File: src/design/brl_pkg.sv
// brl_pkg: shared types for the Bresenham line rasterizer.
// No dependencies; imported by bresenham_line_rasterizer.
`timescale 1ns / 1ps

package brl_pkg;

   typedef enum logic {
      ACT_LOAD = 1'b0,
      ACT_STEP = 1'b1
   } action_type;

endpackage

File: src/design/brl_setup.sv
// brl_setup: line set-up from two endpoints (deltas, directions, major axis).
// Combinational; depends on nothing else.
`timescale 1ns / 1ps

module brl_setup #(
   parameter int COORD_BITS = 11
) (
   input  logic [COORD_BITS-1:0]        start_x,
   input  logic [COORD_BITS-1:0]        start_y,
   input  logic [COORD_BITS-1:0]        end_x,
   input  logic [COORD_BITS-1:0]        end_y,
   output logic                         step_x_negative,
   output logic                         step_y_negative,
   output logic                         x_is_major,
   output logic [COORD_BITS-1:0]        abs_delta_major,
   output logic [COORD_BITS-1:0]        abs_delta_minor,
   output logic signed [COORD_BITS+2:0] decision_term
);

   localparam int DW = COORD_BITS + 3;

   logic [COORD_BITS-1:0] adx;
   logic [COORD_BITS-1:0] ady;

   always_comb begin
      step_x_negative = end_x < start_x;
      step_y_negative = end_y < start_y;
      adx = step_x_negative ? start_x - end_x : end_x - start_x;
      ady = step_y_negative ? start_y - end_y : end_y - start_y;
      x_is_major = adx > ady;
      abs_delta_major = x_is_major ? adx : ady;
      abs_delta_minor = x_is_major ? ady : adx;
      decision_term = $signed(DW'({abs_delta_minor, 1'b0})) - $signed(DW'(abs_delta_major));
   end

endmodule

File: src/design/brl_step.sv
// brl_step: one Bresenham step along the major axis.
// Combinational; depends on nothing else.
`timescale 1ns / 1ps

module brl_step #(
   parameter int COORD_BITS = 11
) (
   input  logic [COORD_BITS-1:0]        cur_x,
   input  logic [COORD_BITS-1:0]        cur_y,
   input  logic                         step_x_negative,
   input  logic                         step_y_negative,
   input  logic                         x_is_major,
   input  logic [COORD_BITS-1:0]        abs_delta_major,
   input  logic [COORD_BITS-1:0]        abs_delta_minor,
   input  logic signed [COORD_BITS+2:0] decision_term,
   input  logic [COORD_BITS-1:0]        steps_left,
   output logic [COORD_BITS-1:0]        next_x,
   output logic [COORD_BITS-1:0]        next_y,
   output logic signed [COORD_BITS+2:0] next_decision,
   output logic [COORD_BITS-1:0]        next_steps_left,
   output logic                         last
);

   localparam int DW = COORD_BITS + 3;

   logic                 minor_move;
   logic                 x_adv;
   logic                 y_adv;
   logic signed [DW-1:0] twice_minor;
   logic signed [DW-1:0] twice_major;

   always_comb begin
      minor_move  = !decision_term[DW-1];
      twice_minor = $signed(DW'({abs_delta_minor, 1'b0}));
      twice_major = $signed(DW'({abs_delta_major, 1'b0}));
      next_decision = minor_move ? decision_term + twice_minor - twice_major
                                 : decision_term + twice_minor;
      x_adv = x_is_major || minor_move;
      y_adv = !x_is_major || minor_move;
      next_x = cur_x;
      if (x_adv) begin
         next_x = step_x_negative ? cur_x - 1'b1 : cur_x + 1'b1;
      end
      next_y = cur_y;
      if (y_adv) begin
         next_y = step_y_negative ? cur_y - 1'b1 : cur_y + 1'b1;
      end
      next_steps_left = steps_left - 1'b1;
      last = next_steps_left == '0;
   end

endmodule

File: src/design/bresenham_line_rasterizer.sv
// bresenham_line_rasterizer: top level, input register, line state and result register.
// Depends on brl_pkg, brl_setup and brl_step.
//
//   channel | direction | tdata (low bit up)                   | tuser       | tlast
//   req_    | in        | start_x, start_y, end_x, end_y       | action      | -
//   rsp_    | out       | pixel_x, pixel_y                     | pixel_valid | last_pixel
//
// One beat in, one beat out; a new beat is taken every cycle while results drain.
// A beat passes through the input register, then set-up or step logic into the result register.
// The line state updates when a beat leaves the input register, so each step sees the last.
// Reset (synchronous, active high) empties both registers and leaves the line idle.
// A stalled result holds the input register, which then holds req_tready low.
`timescale 1ns / 1ps

module bresenham_line_rasterizer
   import brl_pkg::*;
#(
   parameter int COORD_BITS = 11
) (
   input  logic                                 clock,
   input  logic                                 reset,
   input  logic                                 req_tvalid,
   output logic                                 req_tready,
   input  logic [((4*COORD_BITS+7)/8)*8-1:0]    req_tdata,  // start_x, start_y, end_x, end_y
   input  logic                                 req_tuser,  // action
   output logic                                 rsp_tvalid,
   input  logic                                 rsp_tready,
   output logic [((2*COORD_BITS+7)/8)*8-1:0]    rsp_tdata,  // pixel_x, pixel_y
   output logic                                 rsp_tuser,  // pixel_valid
   output logic                                 rsp_tlast   // last_pixel
);

   localparam int N  = COORD_BITS;
   localparam int DW = COORD_BITS + 3;
   localparam int RSP_W = ((2*COORD_BITS+7)/8)*8;

   // input register
   logic         in_valid_ff, in_valid_in;
   action_type   in_action_ff;
   logic [N-1:0] in_sx_ff, in_sy_ff, in_ex_ff, in_ey_ff;

   // line state
   logic                 line_active_ff, line_active_in;
   logic [N-1:0]         cur_x_ff, cur_x_in;
   logic [N-1:0]         cur_y_ff, cur_y_in;
   logic                 step_x_neg_ff, step_x_neg_in;
   logic                 step_y_neg_ff, step_y_neg_in;
   logic                 x_major_ff, x_major_in;
   logic [N-1:0]         d_major_ff, d_major_in;
   logic [N-1:0]         d_minor_ff, d_minor_in;
   logic signed [DW-1:0] decision_ff, decision_in;
   logic [N-1:0]         steps_left_ff, steps_left_in;

   // result register
   logic         rsp_valid_ff, rsp_valid_in;
   logic [N-1:0] rsp_x_ff, rsp_x_in;
   logic [N-1:0] rsp_y_ff, rsp_y_in;
   logic         rsp_pv_ff, rsp_pv_in;
   logic         rsp_last_ff, rsp_last_in;

   logic advance;
   logic fire;

   // set-up and step results
   logic                 su_xneg, su_yneg, su_xmaj;
   logic [N-1:0]         su_dmaj, su_dmin;
   logic signed [DW-1:0] su_dec;
   logic [N-1:0]         st_x, st_y, st_steps;
   logic signed [DW-1:0] st_dec;
   logic                 st_last;

   assign advance    = !rsp_valid_ff || rsp_tready;
   assign fire       = in_valid_ff && advance;
   assign req_tready = !in_valid_ff || advance;

   brl_setup #(.COORD_BITS(COORD_BITS)) u_setup (
      .start_x         (in_sx_ff),
      .start_y         (in_sy_ff),
      .end_x           (in_ex_ff),
      .end_y           (in_ey_ff),
      .step_x_negative (su_xneg),
      .step_y_negative (su_yneg),
      .x_is_major      (su_xmaj),
      .abs_delta_major (su_dmaj),
      .abs_delta_minor (su_dmin),
      .decision_term   (su_dec)
   );

   brl_step #(.COORD_BITS(COORD_BITS)) u_step (
      .cur_x           (cur_x_ff),
      .cur_y           (cur_y_ff),
      .step_x_negative (step_x_neg_ff),
      .step_y_negative (step_y_neg_ff),
      .x_is_major      (x_major_ff),
      .abs_delta_major (d_major_ff),
      .abs_delta_minor (d_minor_ff),
      .decision_term   (decision_ff),
      .steps_left      (steps_left_ff),
      .next_x          (st_x),
      .next_y          (st_y),
      .next_decision   (st_dec),
      .next_steps_left (st_steps),
      .last            (st_last)
   );

   always_comb begin
      in_valid_in    = req_tready ? req_tvalid : in_valid_ff;
      line_active_in = line_active_ff;
      cur_x_in       = cur_x_ff;
      cur_y_in       = cur_y_ff;
      step_x_neg_in  = step_x_neg_ff;
      step_y_neg_in  = step_y_neg_ff;
      x_major_in     = x_major_ff;
      d_major_in     = d_major_ff;
      d_minor_in     = d_minor_ff;
      decision_in    = decision_ff;
      steps_left_in  = steps_left_ff;
      rsp_valid_in   = advance ? in_valid_ff : rsp_valid_ff;
      rsp_x_in       = rsp_x_ff;
      rsp_y_in       = rsp_y_ff;
      rsp_pv_in      = rsp_pv_ff;
      rsp_last_in    = rsp_last_ff;
      if (fire) begin
         unique case (in_action_ff)
            ACT_LOAD: begin
               cur_x_in       = in_sx_ff;
               cur_y_in       = in_sy_ff;
               step_x_neg_in  = su_xneg;
               step_y_neg_in  = su_yneg;
               x_major_in     = su_xmaj;
               d_major_in     = su_dmaj;
               d_minor_in     = su_dmin;
               decision_in    = su_dec;
               steps_left_in  = su_dmaj;
               line_active_in = su_dmaj != '0;
               rsp_x_in       = in_sx_ff;
               rsp_y_in       = in_sy_ff;
               rsp_pv_in      = 1'b1;
               rsp_last_in    = su_dmaj == '0;
            end
            ACT_STEP: begin
               if (line_active_ff) begin
                  cur_x_in       = st_x;
                  cur_y_in       = st_y;
                  decision_in    = st_dec;
                  steps_left_in  = st_steps;
                  line_active_in = !st_last;
                  rsp_x_in       = st_x;
                  rsp_y_in       = st_y;
                  rsp_pv_in      = 1'b1;
                  rsp_last_in    = st_last;
               end else begin
                  rsp_x_in    = '0;
                  rsp_y_in    = '0;
                  rsp_pv_in   = 1'b0;
                  rsp_last_in = 1'b0;
               end
            end
            default: begin
               rsp_pv_in = 1'b0;
            end
         endcase
      end
   end

   always_ff @(posedge clock) begin
      if (reset) begin
         in_valid_ff    <= 1'b0;
         rsp_valid_ff   <= 1'b0;
         line_active_ff <= 1'b0;
         cur_x_ff       <= '0;
         cur_y_ff       <= '0;
         step_x_neg_ff  <= 1'b0;
         step_y_neg_ff  <= 1'b0;
         x_major_ff     <= 1'b0;
         d_major_ff     <= '0;
         d_minor_ff     <= '0;
         decision_ff    <= '0;
         steps_left_ff  <= '0;
      end else begin
         in_valid_ff    <= in_valid_in;
         rsp_valid_ff   <= rsp_valid_in;
         line_active_ff <= line_active_in;
         cur_x_ff       <= cur_x_in;
         cur_y_ff       <= cur_y_in;
         step_x_neg_ff  <= step_x_neg_in;
         step_y_neg_ff  <= step_y_neg_in;
         x_major_ff     <= x_major_in;
         d_major_ff     <= d_major_in;
         d_minor_ff     <= d_minor_in;
         decision_ff    <= decision_in;
         steps_left_ff  <= steps_left_in;
      end
   end

   always_ff @(posedge clock) begin
      if (req_tready) begin
         in_action_ff <= action_type'(req_tuser);
         in_sx_ff     <= req_tdata[N-1:0];
         in_sy_ff     <= req_tdata[2*N-1:N];
         in_ex_ff     <= req_tdata[3*N-1:2*N];
         in_ey_ff     <= req_tdata[4*N-1:3*N];
      end
      rsp_x_ff    <= rsp_x_in;
      rsp_y_ff    <= rsp_y_in;
      rsp_pv_ff   <= rsp_pv_in;
      rsp_last_ff <= rsp_last_in;
   end

   assign rsp_tvalid = rsp_valid_ff;
   assign rsp_tdata  = RSP_W'({rsp_y_ff, rsp_x_ff});
   assign rsp_tuser  = rsp_pv_ff;
   assign rsp_tlast  = rsp_last_ff;

   a_idle_beat_zero: assert property (@(posedge clock) disable iff (reset)
      rsp_valid_ff && !rsp_pv_ff |-> !rsp_last_ff && rsp_x_ff == '0 && rsp_y_ff == '0)
      else $error("idle step beat carries pixel data");

   a_active_has_steps: assert property (@(posedge clock) disable iff (reset)
      line_active_ff |-> steps_left_ff != '0)
      else $error("line active with no steps left");

   a_last_ends_line: assert property (@(posedge clock) disable iff (reset)
      fire |=> !rsp_pv_ff || (rsp_last_ff == !line_active_ff))
      else $error("last pixel flag disagrees with line state");

   a_ready_when_empty: assert property (@(posedge clock) disable iff (reset)
      !in_valid_ff |-> req_tready)
      else $error("input register empty but not ready");

endmodule
File: config.mk
export PLATFORM = sky130hd
export DESIGN_NAME = bresenham_line_rasterizer
export DESIGN_NICKNAME = d
export VERILOG_FILES = /design/src/design/brl_pkg.sv /design/src/design/brl_setup.sv /design/src/design/brl_step.sv /design/src/design/bresenham_line_rasterizer.sv
export SDC_FILE = /design/constraint.sdc
export NUM_CORES = 1
export LEC_CHECK = 0
export ABC_AREA = 1
export BUFFER_PORTS_ARGS = -buffer_cell sky130_fd_sc_hd__buf_2
export CORE_UTILIZATION = 54
export CTS_CLUSTER_DIAMETER = 200
export DETAILED_ROUTE_END_ITERATION = 8
export PLACE_DENSITY_LB_ADDON = 0.15
export SYNTH_ARGS = -nofsm -noshare
export SYNTH_HDL_FRONTEND = slang
export SYNTH_SLANG_ARGS = --single-unit
File: constraint.sdc
create_clock -name clock -period 4.4 [get_ports clock]
set_clock_uncertainty 0.2 [all_clocks]
set_input_delay 0.66 -clock clock [delete_from_list [all_inputs] [get_ports clock]]
set_output_delay 0.66 -clock clock [all_outputs]
set_load 0.02 [all_outputs]
* Word-level counts from Yosys, hierarchy flattened
Cells that the tools add are included.
** Operators by class
- Bitwise operators :: 1
- Eq/ne operators :: 1
- Multiplexer cells :: 27
- Add/sub/neg operators :: 12
- Magnitude comparators :: 3
- Reductions and logical operators :: 15
** Operators with widths (count)
- $mux W11 :: 13
- $pmux W11 S2 :: 5
- $sub A11 B11 Y11 :: 4
- $sub A11 B1 Y11 const B :: 3
- $mux W14 :: 2
- $pmux W14 S2 :: 1
- $add A11 B1 Y11 const B :: 2
- $logic_not A11 Y1 :: 2
- $lt A11 B11 Y1 :: 2
- $add A14 B13 Y14 :: 1
- $sub A14 B13 Y14 :: 1
- $sub A12 B11 Y13 :: 1
- $gt A11 B11 Y1 :: 1
- $reduce_bool A11 Y1 :: 1
- $pmux W1 S2 :: 3
- $logic_not A1 Y1 :: 5
- $logic_or A1 B1 Y1 :: 4
- $reduce_and A2 Y1 :: 2
- $mux W1 :: 3
- $ne A2 B1 Y1 const B :: 1
- $logic_and A1 B1 Y1 :: 1
- $not A1 Y1 :: 1
** Word-level totals
- Output and inout bits :: 28
- Logic and storage cells :: 80
- Flip-flop bits (word level) :: 144
- Bits of input ports :: 53

* Longest topological paths before layout
Gate-level depths: netlist of run 1.
- Depth after elaboration :: 6
- Mapped depth :: 39
- Depth with buffers taken out :: 38

* Modules after synthesis
A second synthesis of run 1 with hierarchy kept.
** Second synthesis, totals
- Cells, all modules :: 1710
- Area, all modules :: 12012.8 sq um
** By module, submodules not included
- bresenham_line_rasterizer :: cells each 600, area each 5706.7 sq um, sequential area each 3573.4 sq um, instances 1
- brl_setup :: cells each 638, area each 3608.5 sq um, sequential area each 0.0 sq um, instances 1
- brl_step :: cells each 472, area each 2697.6 sq um, sequential area each 0.0 sq um, instances 1

* Worst setup path after synthesis of run 1
No wires, ideal clock.
- Path kind :: register to register
- Start point :: reg in_ex_ff[0]
- End point :: reg decision_ff[8]
- Buffers on the path :: 2
- Data required time :: 4.130 ns
- Stages on the path, launching flop included :: 36
- Library setup time :: 0.070 ns
- Arrival time :: 4.301 ns
- Slack :: -0.170 ns
- Path through :: edfxtp_1 > inv_1 > ha_1 > inv_1 > fa_1 > nand3_1 > nand3_1 > nand2_1 > nand3_1 > nand2_1 > nand2_1 > nand2_1 > inv_1 > ha_1 > nand2_1 > inv_1 > nand2_2 > nor2_2 > nand4_1 > nand2_2 > buf_4 > clkbuf_1 > nand2_1 > o21ai_0 > ha_1 > a21oi_1 > nand2_1 > nand2_1 > nand2_1 > a21oi_1 > o21ai_0 > a21oi_1 > o21ai_0 > nand2_1 > inv_1 > a21oi_1
** On the way
- Longest elaborated chain between the ends :: 6
- Elaborated cells on any way between the ends :: 9
- Those cells by class :: add/sub: 3; order compare: 2; mux: 4
** RTL lines
- start, declared :: line bresenham_line_rasterizer.sv:40 : logic [N-1:0] in_sx_ff, in_sy_ff, in_ex_ff, in_ey_ff;
- start signal, assigned :: line bresenham_line_rasterizer.sv:201 : in_ex_ff <= req_tdata[3*N-1:2*N];
- $sub A11 B11 Y11 / $lt A11 B11 Y1 (equally long branches) :: line brl_setup.sv:28, brl_setup.sv:26
- $mux W11 * :: line brl_setup.sv:28 : adx = step_x_negative ? start_x - end_x : end_x - start_x;
- $gt A11 B11 Y1 :: line brl_setup.sv:30 : x_is_major = adx > ady;
- $mux W11 * :: line brl_setup.sv:32 : abs_delta_minor = x_is_major ? ady : adx;
- named net su_dmin[2] :: line bresenham_line_rasterizer.sv:66 : logic [N-1:0] su_dmaj, su_dmin;
- $sub A12 B11 Y13 * :: line brl_setup.sv:33 : decision_term = $signed(DW'({abs_delta_minor, 1'b0})) - $signed(DW'(abs_delta_major));
- $pmux W14 S2 * :: line bresenham_line_rasterizer.sv:124 : unique case (in_action_ff)
- end signal, assigned :: line bresenham_line_rasterizer.sv:191 : decision_ff <= decision_in;
- end, declared :: line bresenham_line_rasterizer.sv:51 : logic signed [DW-1:0] decision_ff, decision_in;
The timed path passes the listed nets; every way through them passes the cells marked *.
A chain may end at the register's enable or synchronous reset.

* Worst setup path after layout of run 1
- Start point :: reg in_sy_ff[8]
- End point :: reg decision_ff[8]
** On the way
- Longest elaborated chain between the ends :: 6
- Elaborated cells on any way between the ends :: 9
- Those cells by class :: add/sub: 3; order compare: 2; mux: 4
** RTL lines
- start, declared :: line bresenham_line_rasterizer.sv:40
- start signal, assigned :: line bresenham_line_rasterizer.sv:200 : in_sy_ff <= req_tdata[2*N-1:N];
- $sub A11 B11 Y11 / $lt A11 B11 Y1 (equally long branches) :: line brl_setup.sv:29, brl_setup.sv:27
- $mux W11 * :: line brl_setup.sv:29 : ady = step_y_negative ? start_y - end_y : end_y - start_y;
- $gt A11 B11 Y1 :: line brl_setup.sv:30
- $mux W11 * :: line brl_setup.sv:31 : abs_delta_major = x_is_major ? adx : ady;
- named net su_dmaj[1] :: line bresenham_line_rasterizer.sv:66
- $sub A12 B11 Y13 * :: line brl_setup.sv:33
- $pmux W14 S2 * :: line bresenham_line_rasterizer.sv:124
Marks and branches as above.

==> impl_results.md, run 1 <==
* Hold Violations, Final at 0
* R2R setup slack at -0.40 ns
* IO Count at 81
* Per-cell routed wire length at 16.0 um
* Unrepaired setup endpoints after global routing: true
* Worst Hold Depth at 1
* Iteration-0 DRC Markers at 997
* Crit path buffers/inverters at 10
* Critical-path maximum fanout at 6
* DPL Wire Length at 25100 um
* Final Util at 76.5%
* All-Layer GR Usage at 31.8%
* Worst hold start: req_tdata[40]
* Gate count after technology mapping at 1693
* CTS tree: yes
* Count of flip-flops with a built-in enable after synthesis at 69
* Pwr per Cell Area at 522 nW/um^2
* Synth top area share at 17.7%
* Commonest cells after routing, fill and taps aside: 399 x nand2_1, 261 x buf_4, 229 x inv_1
* H-tree depth at 4
* Die Span Y at 149 um
* Nets@finish at 2188
* Core area at 21100 um^2
* Clk sinks at 143
* Share of cells above drive strength 1 at 33.4%
* Post-route cell area at 16100 um^2
* Crit end category: register
* Antenna violations before repair at 0
* VDD IR-drop max at 0.451 mV
* CTS Buffer Depth at 2
* Least-Margin Pin Slew at 1.02 ns
* Routed vias at 12400
* Final min period at 4.80 ns
* Routed WL at 36800 um
* Clk root buf: clkbuf_16
* Period utilization at 109%
* Post-route DRC at 0
* Levels on crit path at 37
* Synth-to-Final Area Change at 37.9%
* Synth warnings at 0
* Ys flop type: dfxtp_1
* Most common cell after layout, fill and taps aside: nand2_1
* DR pass1 iterations at 5
* Async SR Flop Fraction at 0%
* Maxcap violations at 0
* Worst r2r path cells at 37
* Leak at 8.26 nW
* Fmax achieved at 0.208 GHz
* Worst EP required at 4.52 ns
* Worst-path clk slew at 0.07 ns
* Max stage delay cell, worst path: edfxtp_1
* Starting density of the core at 55.4%
* Cts bufs inserted at 17
* Synth area leader: edfxtp_1
* Outcome: finished with violations
* FF+latch count, synth at 143
* Synth Cell Area at 11700 um^2
* Chip width at 149 um
* Grt ovf at 0
* Crit path launch: in_sy_ff[8]
* Setup ws final at -0.398 ns
* Slew HR at 31.9%
* Post-synthesis sequential area ratio at 30.4%
* Final Setup Violations at 12
* Delay-heaviest family, CP: simple AND/OR/NAND/NOR gates
* # rows at 53
* Final GP Congestion at 0.928
* First-pass GRT wire length at 55300 um
* WS Path Type: register to register
* Synth area leaders: edfxtp_1 18%, nand2_1 15%, dfxtp_1 13%
* CP Launch Type: register
* Worst-skew pair later-pin latency at 0.44 ns
* CP peak stage delay at 0.41 ns
* Largest net degree at the start of global routing at 68
* Library cells used by synthesis at 44
* R2r startpoint: in_sy_ff[8]
* Vias in the first global route at 11600
* Die Footprint at 22200 um^2
* Placed Area at 14000 um^2
* Synth Area per Inst at 6.90 um^2
* Max Slew Vio Count at 0
* PortBufs at 74
* HP Class: primary input to register
* # diodes at 0
* Routed vias/inst at 5.36
* Worst path arrival time at 4.92 ns
* Post-DRT Antenna Nets at 0
* Failing checks: negative setup slack
-- cells in the mapped netlist (2+ instances only) --
cell type,number
fa_1,9
nor3_1,4
dfxtp_1,74
nand4_1,15
o21a_1,6
ha_1,105
nand3_2,4
o21ai_0,90
o21ai_2,2
inv_1,270
o21ai_1,2
a21o_1,5
buf_2,4
xnor2_1,14
nand2_2,35
clkbuf_1,28
o211ai_1,34
inv_2,12
nand3b_1,3
nand2_4,3
a21oi_1,139
a221oi_1,2
buf_1,6
edfxtp_1,69
nand2_1,455
or2_2,7
a31oi_1,8
nand3_1,124
xor2_1,28
nor2_4,3
nor2_2,5
buf_6,5
buf_4,6
nor2_1,94
o21bai_1,14
-- where the power goes --
group / total, W / internal, W / switching (W) / leakage, nW
clock network: 0.00148 / 0.000858 / 0.000623 / 0.279
logic: 0.00539 / 0.00248 / 0.00290 / 6.67
registers: 0.00155 / 0.00149 / 0.0000651 / 1.31
-- layout make-up --
type,count,area [um^2]
multi-input cells,1219,7960
repair buffers,357,2610
clock buffers,21,450
flip-flops and latches,143,3550
fillers,1556,4970
inverters,283,1070
clock inverters,11,133
well taps,275,344
-- cell families after synthesis --
family | Yosys count | synth area share (%)
adders and majority gates | 114 | 12.8
AOI/OAI and AO/OA | 306 | 14.7
buffers and inverters | 332 | 11.2
and+or+nand+nor | 755 | 27.7
DFF | 143 | 30.4
other | 1 | 0.0321
xor gates and xnor gates | 42 | 3.15
-- stage by stage --
| step | power [W] | instances | setup slack, ns | hold WS (ns) | TNS [ns] |
|---|---|---|---|---|---|
| after floorplan | 0.00367 | 1694 | 0.0120 | 0.245 | 0 |
| after global placement | 0.00514 | 2226 | -0.379 | 0.253 | -2.97 |
| after detailed placement | 0.00520 | 2226 | -0.512 | 0.257 | -4.24 |
| after CTS | 0.00747 | 2291 | -0.252 | 0.187 | -1.54 |
| after global routing | 0.00886 | 2309 | -0.615 | 0.183 | -6.00 |
| final | 0.00842 | 2309 | -0.398 | 0.189 | -3.14 |
-- flip-flops by register name, summed over array words and instances, names as in the netlist, 11 cells and up --
| signal | cells |
|---|---|
| cur_x_ff | 11 |
| in_ex_ff | 11 |
| steps_left_ff | 11 |
| rsp_y_ff | 11 |
| d_major_ff | 11 |
| in_sx_ff | 11 |
| rsp_x_ff | 11 |
| d_minor_ff | 11 |
| in_sy_ff | 11 |
| decision_ff | 13 |
| in_ey_ff | 11 |
| cur_y_ff | 11 |
-- final timing paths --
path,endpoint
worst min-delay path,in_ey_ff[7]
worst max register to register,decision_ff[8]
worst min register to register,steps_left_ff[7]
worst max-delay path,decision_ff[8]
-- metal layers --
layer / up-vias / wire [um] / global-route usage, %
met5: - / 0 / 0
met4: 0 / 1580 / 12.1
met3: 118 / 2590 / 5.96
met2: 476 / 17400 / 54.7
met1: 5653 / 15200 / 39.2
li1: 6140 / - / -
-- worst register-to-register path: cells and delay by family (launching register included) --
kind / cells / cell delay, ns
simple gates: 18 / 1.78
buf+inv: 10 / 0.94
fa+ha+maj: 3 / 0.86
compound gates: 6 / 0.50
flops: 1 / 0.41
-- timing repair --
| action | CTS | global route |
|---|---|---|
| pin swaps | 47 | 89 |
| gates cloned | 2 | 0 |
| hold buffers | 0 | 0 |
| setup buffers | 32 | 21 |
| gates resized for setup | 112 | 185 |
| endpoints found under the setup margin | 12 | 16 |
No activity file was read; power rests on OpenSTA's default activity.
==> inputs of run 2 (changes only) <==
Settings changed: CORE_UTILIZATION 54 to 40.
==> impl_results.md, run 2 (synthesis results as in run 1) <==
* Crit end category: register
* Max FFs per register at 13 (unchanged)
* Vias in the first global route at 11400 (-2.3%)
* Per-cell routed wire length at 15.0 um (-6.0%)
* Failing checks: negative setup slack
* Maxcap violations at 0 (unchanged)
* Final min period at 4.63 ns (-0.168 ns)
* CP peak stage delay at 0.46 ns (+0.05 ns)
* Worst EP required at 4.58 ns (+0.06 ns)
* Critical-path maximum fanout at 7 (+1)
* Routed vias at 12100 (-2.3%)
* Placed Area at 14000 um^2 (+0.21%)
* HP Class: primary input to register
* H-tree depth at 4 (unchanged)
* Final GP Congestion at 0.911 (-1.8%)
* Chip width at 173 um (+16%)
* Max stage delay cell, worst path: edfxtp_1
* Placed Cells at 2319 (+4.2%)
* VDD IR-drop max at 0.341 mV (-25%)
* Slew HR at 30.3% (-1.6 points)
* Largest Register: decision_ff
* Unrepaired setup endpoints after global routing: true
* Routed vias/inst at 4.99 (-6.9%)
* Fmax achieved at 0.216 GHz (+3.6%)
* Most common cell after layout, fill and taps aside: nand2_1
* Worst Hold Endpoint: in_ey_ff[5]
* DR pass1 iterations at 5 (unchanged)
* Grt ovf at 0 (unchanged)
* IO Count at 81 (unchanged)
* FF-to-FF End: decision_ff[10]
* Commonest cells after routing, fill and taps aside: 380 x nand2_1, 267 x buf_4, 227 x inv_1
* PortBufs at 74 (unchanged)
* CTS Buffer Depth at 2 (unchanged)
* WS Path Type: register to register
* Worst Hold Depth at 1 (unchanged)
* All-Layer GR Usage at 23.5% (-8.3 points)
* Nets@finish at 2193 (+0.23%)
* Iteration-0 DRC Markers at 740 (-26%)
* Worst-skew pair later-pin latency at 0.45 ns (about the same)
* Antenna violations before repair at 0 (unchanged)
* Die Span Y at 173 um (+16%)
* Final Setup Violations at 10 (-2)
* Period utilization at 105% (-3.8 points)
* Setup TNS at -1.42 ns (+1.72 ns)
* Worst hold start: req_tdata[38]
* Max Slew Vio Count at 0 (unchanged)
* Most frequent CP cell: nand2_2
* # diodes at 0 (unchanged)
* Sw power at 0.00360 W (+0.11%)
* Part of the power in registers at 18.5% (about the same)
* Setup ws final at -0.230 ns (+0.168 ns)
* Largest net degree at the start of global routing at 68 (unchanged)
* Combinational Power Share at 63.7% (-0.3 points)
* R2R setup slack at -0.23 ns (+0.17 ns)
* P_int at 0.00483 W (about the same)
* Least-Margin Pin Slew at 1.04 ns (+0.0243 ns)
* Outcome: finished with violations
* DPL Wire Length at 25500 um (+1.6%)
* R2r startpoint: in_sy_ff[1]
* Clock power share at 17.9% (+0.3 points)
* Worst r2r path cells at 31 (-16%)
* First-pass GRT wire length at 56100 um (+1.4%)
* Post-CTS Hold Buffers at 0 (unchanged)
* Post-DRT Antenna Nets at 0 (unchanged)
* Post-place setup slack at -0.436 ns (+0.0770 ns)
* Worst-path clk slew at 0.07 ns (about the same)
* Leak at 8.34 nW (+0.91%)
* Pwr per Cell Area at 511 nW/um^2 (-2.1%)
* Delay-heaviest family, CP: simple AND/OR/NAND/NOR gates
* Post-route DRC at 0 (unchanged)
* Hold Violations, Final at 0 (unchanged)
* Share of cells above drive strength 1 at 35.0% (+1.6 points)
* Crit path buffers/inverters at 7 (-3)
* # rows at 62 (+17%)
* Die Footprint at 29900 um^2 (+35%)
* Final Util at 57.4% (-19 points)
* Worst path arrival time at 4.81 ns (-0.11 ns)
* Cts bufs inserted at 17 (unchanged)
* Synth-to-Final Area Change at 41.1%
* Clk root buf: clkbuf_16
* CP Launch Type: register
* Post-route cell area at 16500 um^2 (+2.3%)
* Core area at 28700 um^2 (+36%)
* CTS tree: yes
* Starting density of the core at 40.7% (-15 points)
* Crit path launch: in_sy_ff[1]
* Switching Fraction at 42.7% (about the same)
* Routed WL at 36300 um (-1.4%)
* Clk sinks at 143 (unchanged)
* Final std cells w/o fill at 2423 (+4.9%)
==> run 2: cell types whose count changed in the layout (fill, tap and decap cells not counted), sizes merged <==
cell      delta
clkinv       +1
clkinvlp     +1
buf          +2
bufinv       -1
nand3        +2
==> run 2: per-stage QoR <==
stage               total power (W)  hold WS [ns]
floorplan                   0.00367         0.245
global placement            0.00523         0.254
detailed placement          0.00527         0.258
CTS                         0.00756         0.177
global route                0.00894         0.175
finish                      0.00843         0.183
==> run 2: per-layer routing <==
metal | global-route usage [%] | vias to the layer above | part of all wire [%] | wire length, um
met5 | 0 | - | 0 | 0
met4 | 7.67 | 0 | 2.7 | 997
met3 | 3.08 | 67 | 4.6 | 1660
met2 | 40.1 | 300 | 48 | 17300
met1 | 30.6 | 5592 | 45 | 16400
li1 | - | 6142 | - | -
==> run 2: power groups by stage <==
stage / clock network, W / logic (W) / registers (W)
CTS: 0.00153 / 0.00447 / 0.00155
floorplan: 0 / 0.00209 / 0.00158
finish: 0.00151 / 0.00537 / 0.00156
global placement: 0 / 0.00366 / 0.00158
detailed placement: 0 / 0.00369 / 0.00158
global route: 0.00158 / 0.00579 / 0.00157
==> run 2: worst reg2reg max path, delay by kind of cell, from the launching register on <==
kind | cells | cell delay (ns)
compound gates | 5 | 0.78
fa+ha+maj | 3 | 0.90
buf+inv | 7 | 0.67
flops | 1 | 0.46
simple gates | 16 | 1.55
==> run 2: worst max path at each step <==
stage	endpoint	slack [ns]	cells past startpoint
5_1_grt	decision_ff[10]	-0.46	33
3_3_place_gp	decision_ff[8]	-0.41	30
6_report	decision_ff[10]	-0.23	31
4_1_cts	decision_ff[8]	-0.16	36
3_5_place_dp	decision_ff[10]	-0.44	31
2_1_floorplan	decision_ff[8]	0.01	36
==> run 2: area by class of cell <==
type                    instances  area, um^2
flip-flops and latches        143        3550
repair buffers                360        2620
fillers                      2648       12200
clock inverters                12         124
inverters                     283        1080
multi-input cells            1221        8160
clock buffers                  20         468
well taps                     384         480
==> run 2: what timing repair did <==
action                     CTS  global route
setup buffers               42            31
pin swaps                   53            92
gates cloned                 3             2
resized for setup          146           190
setup endpoints to repair   12            17
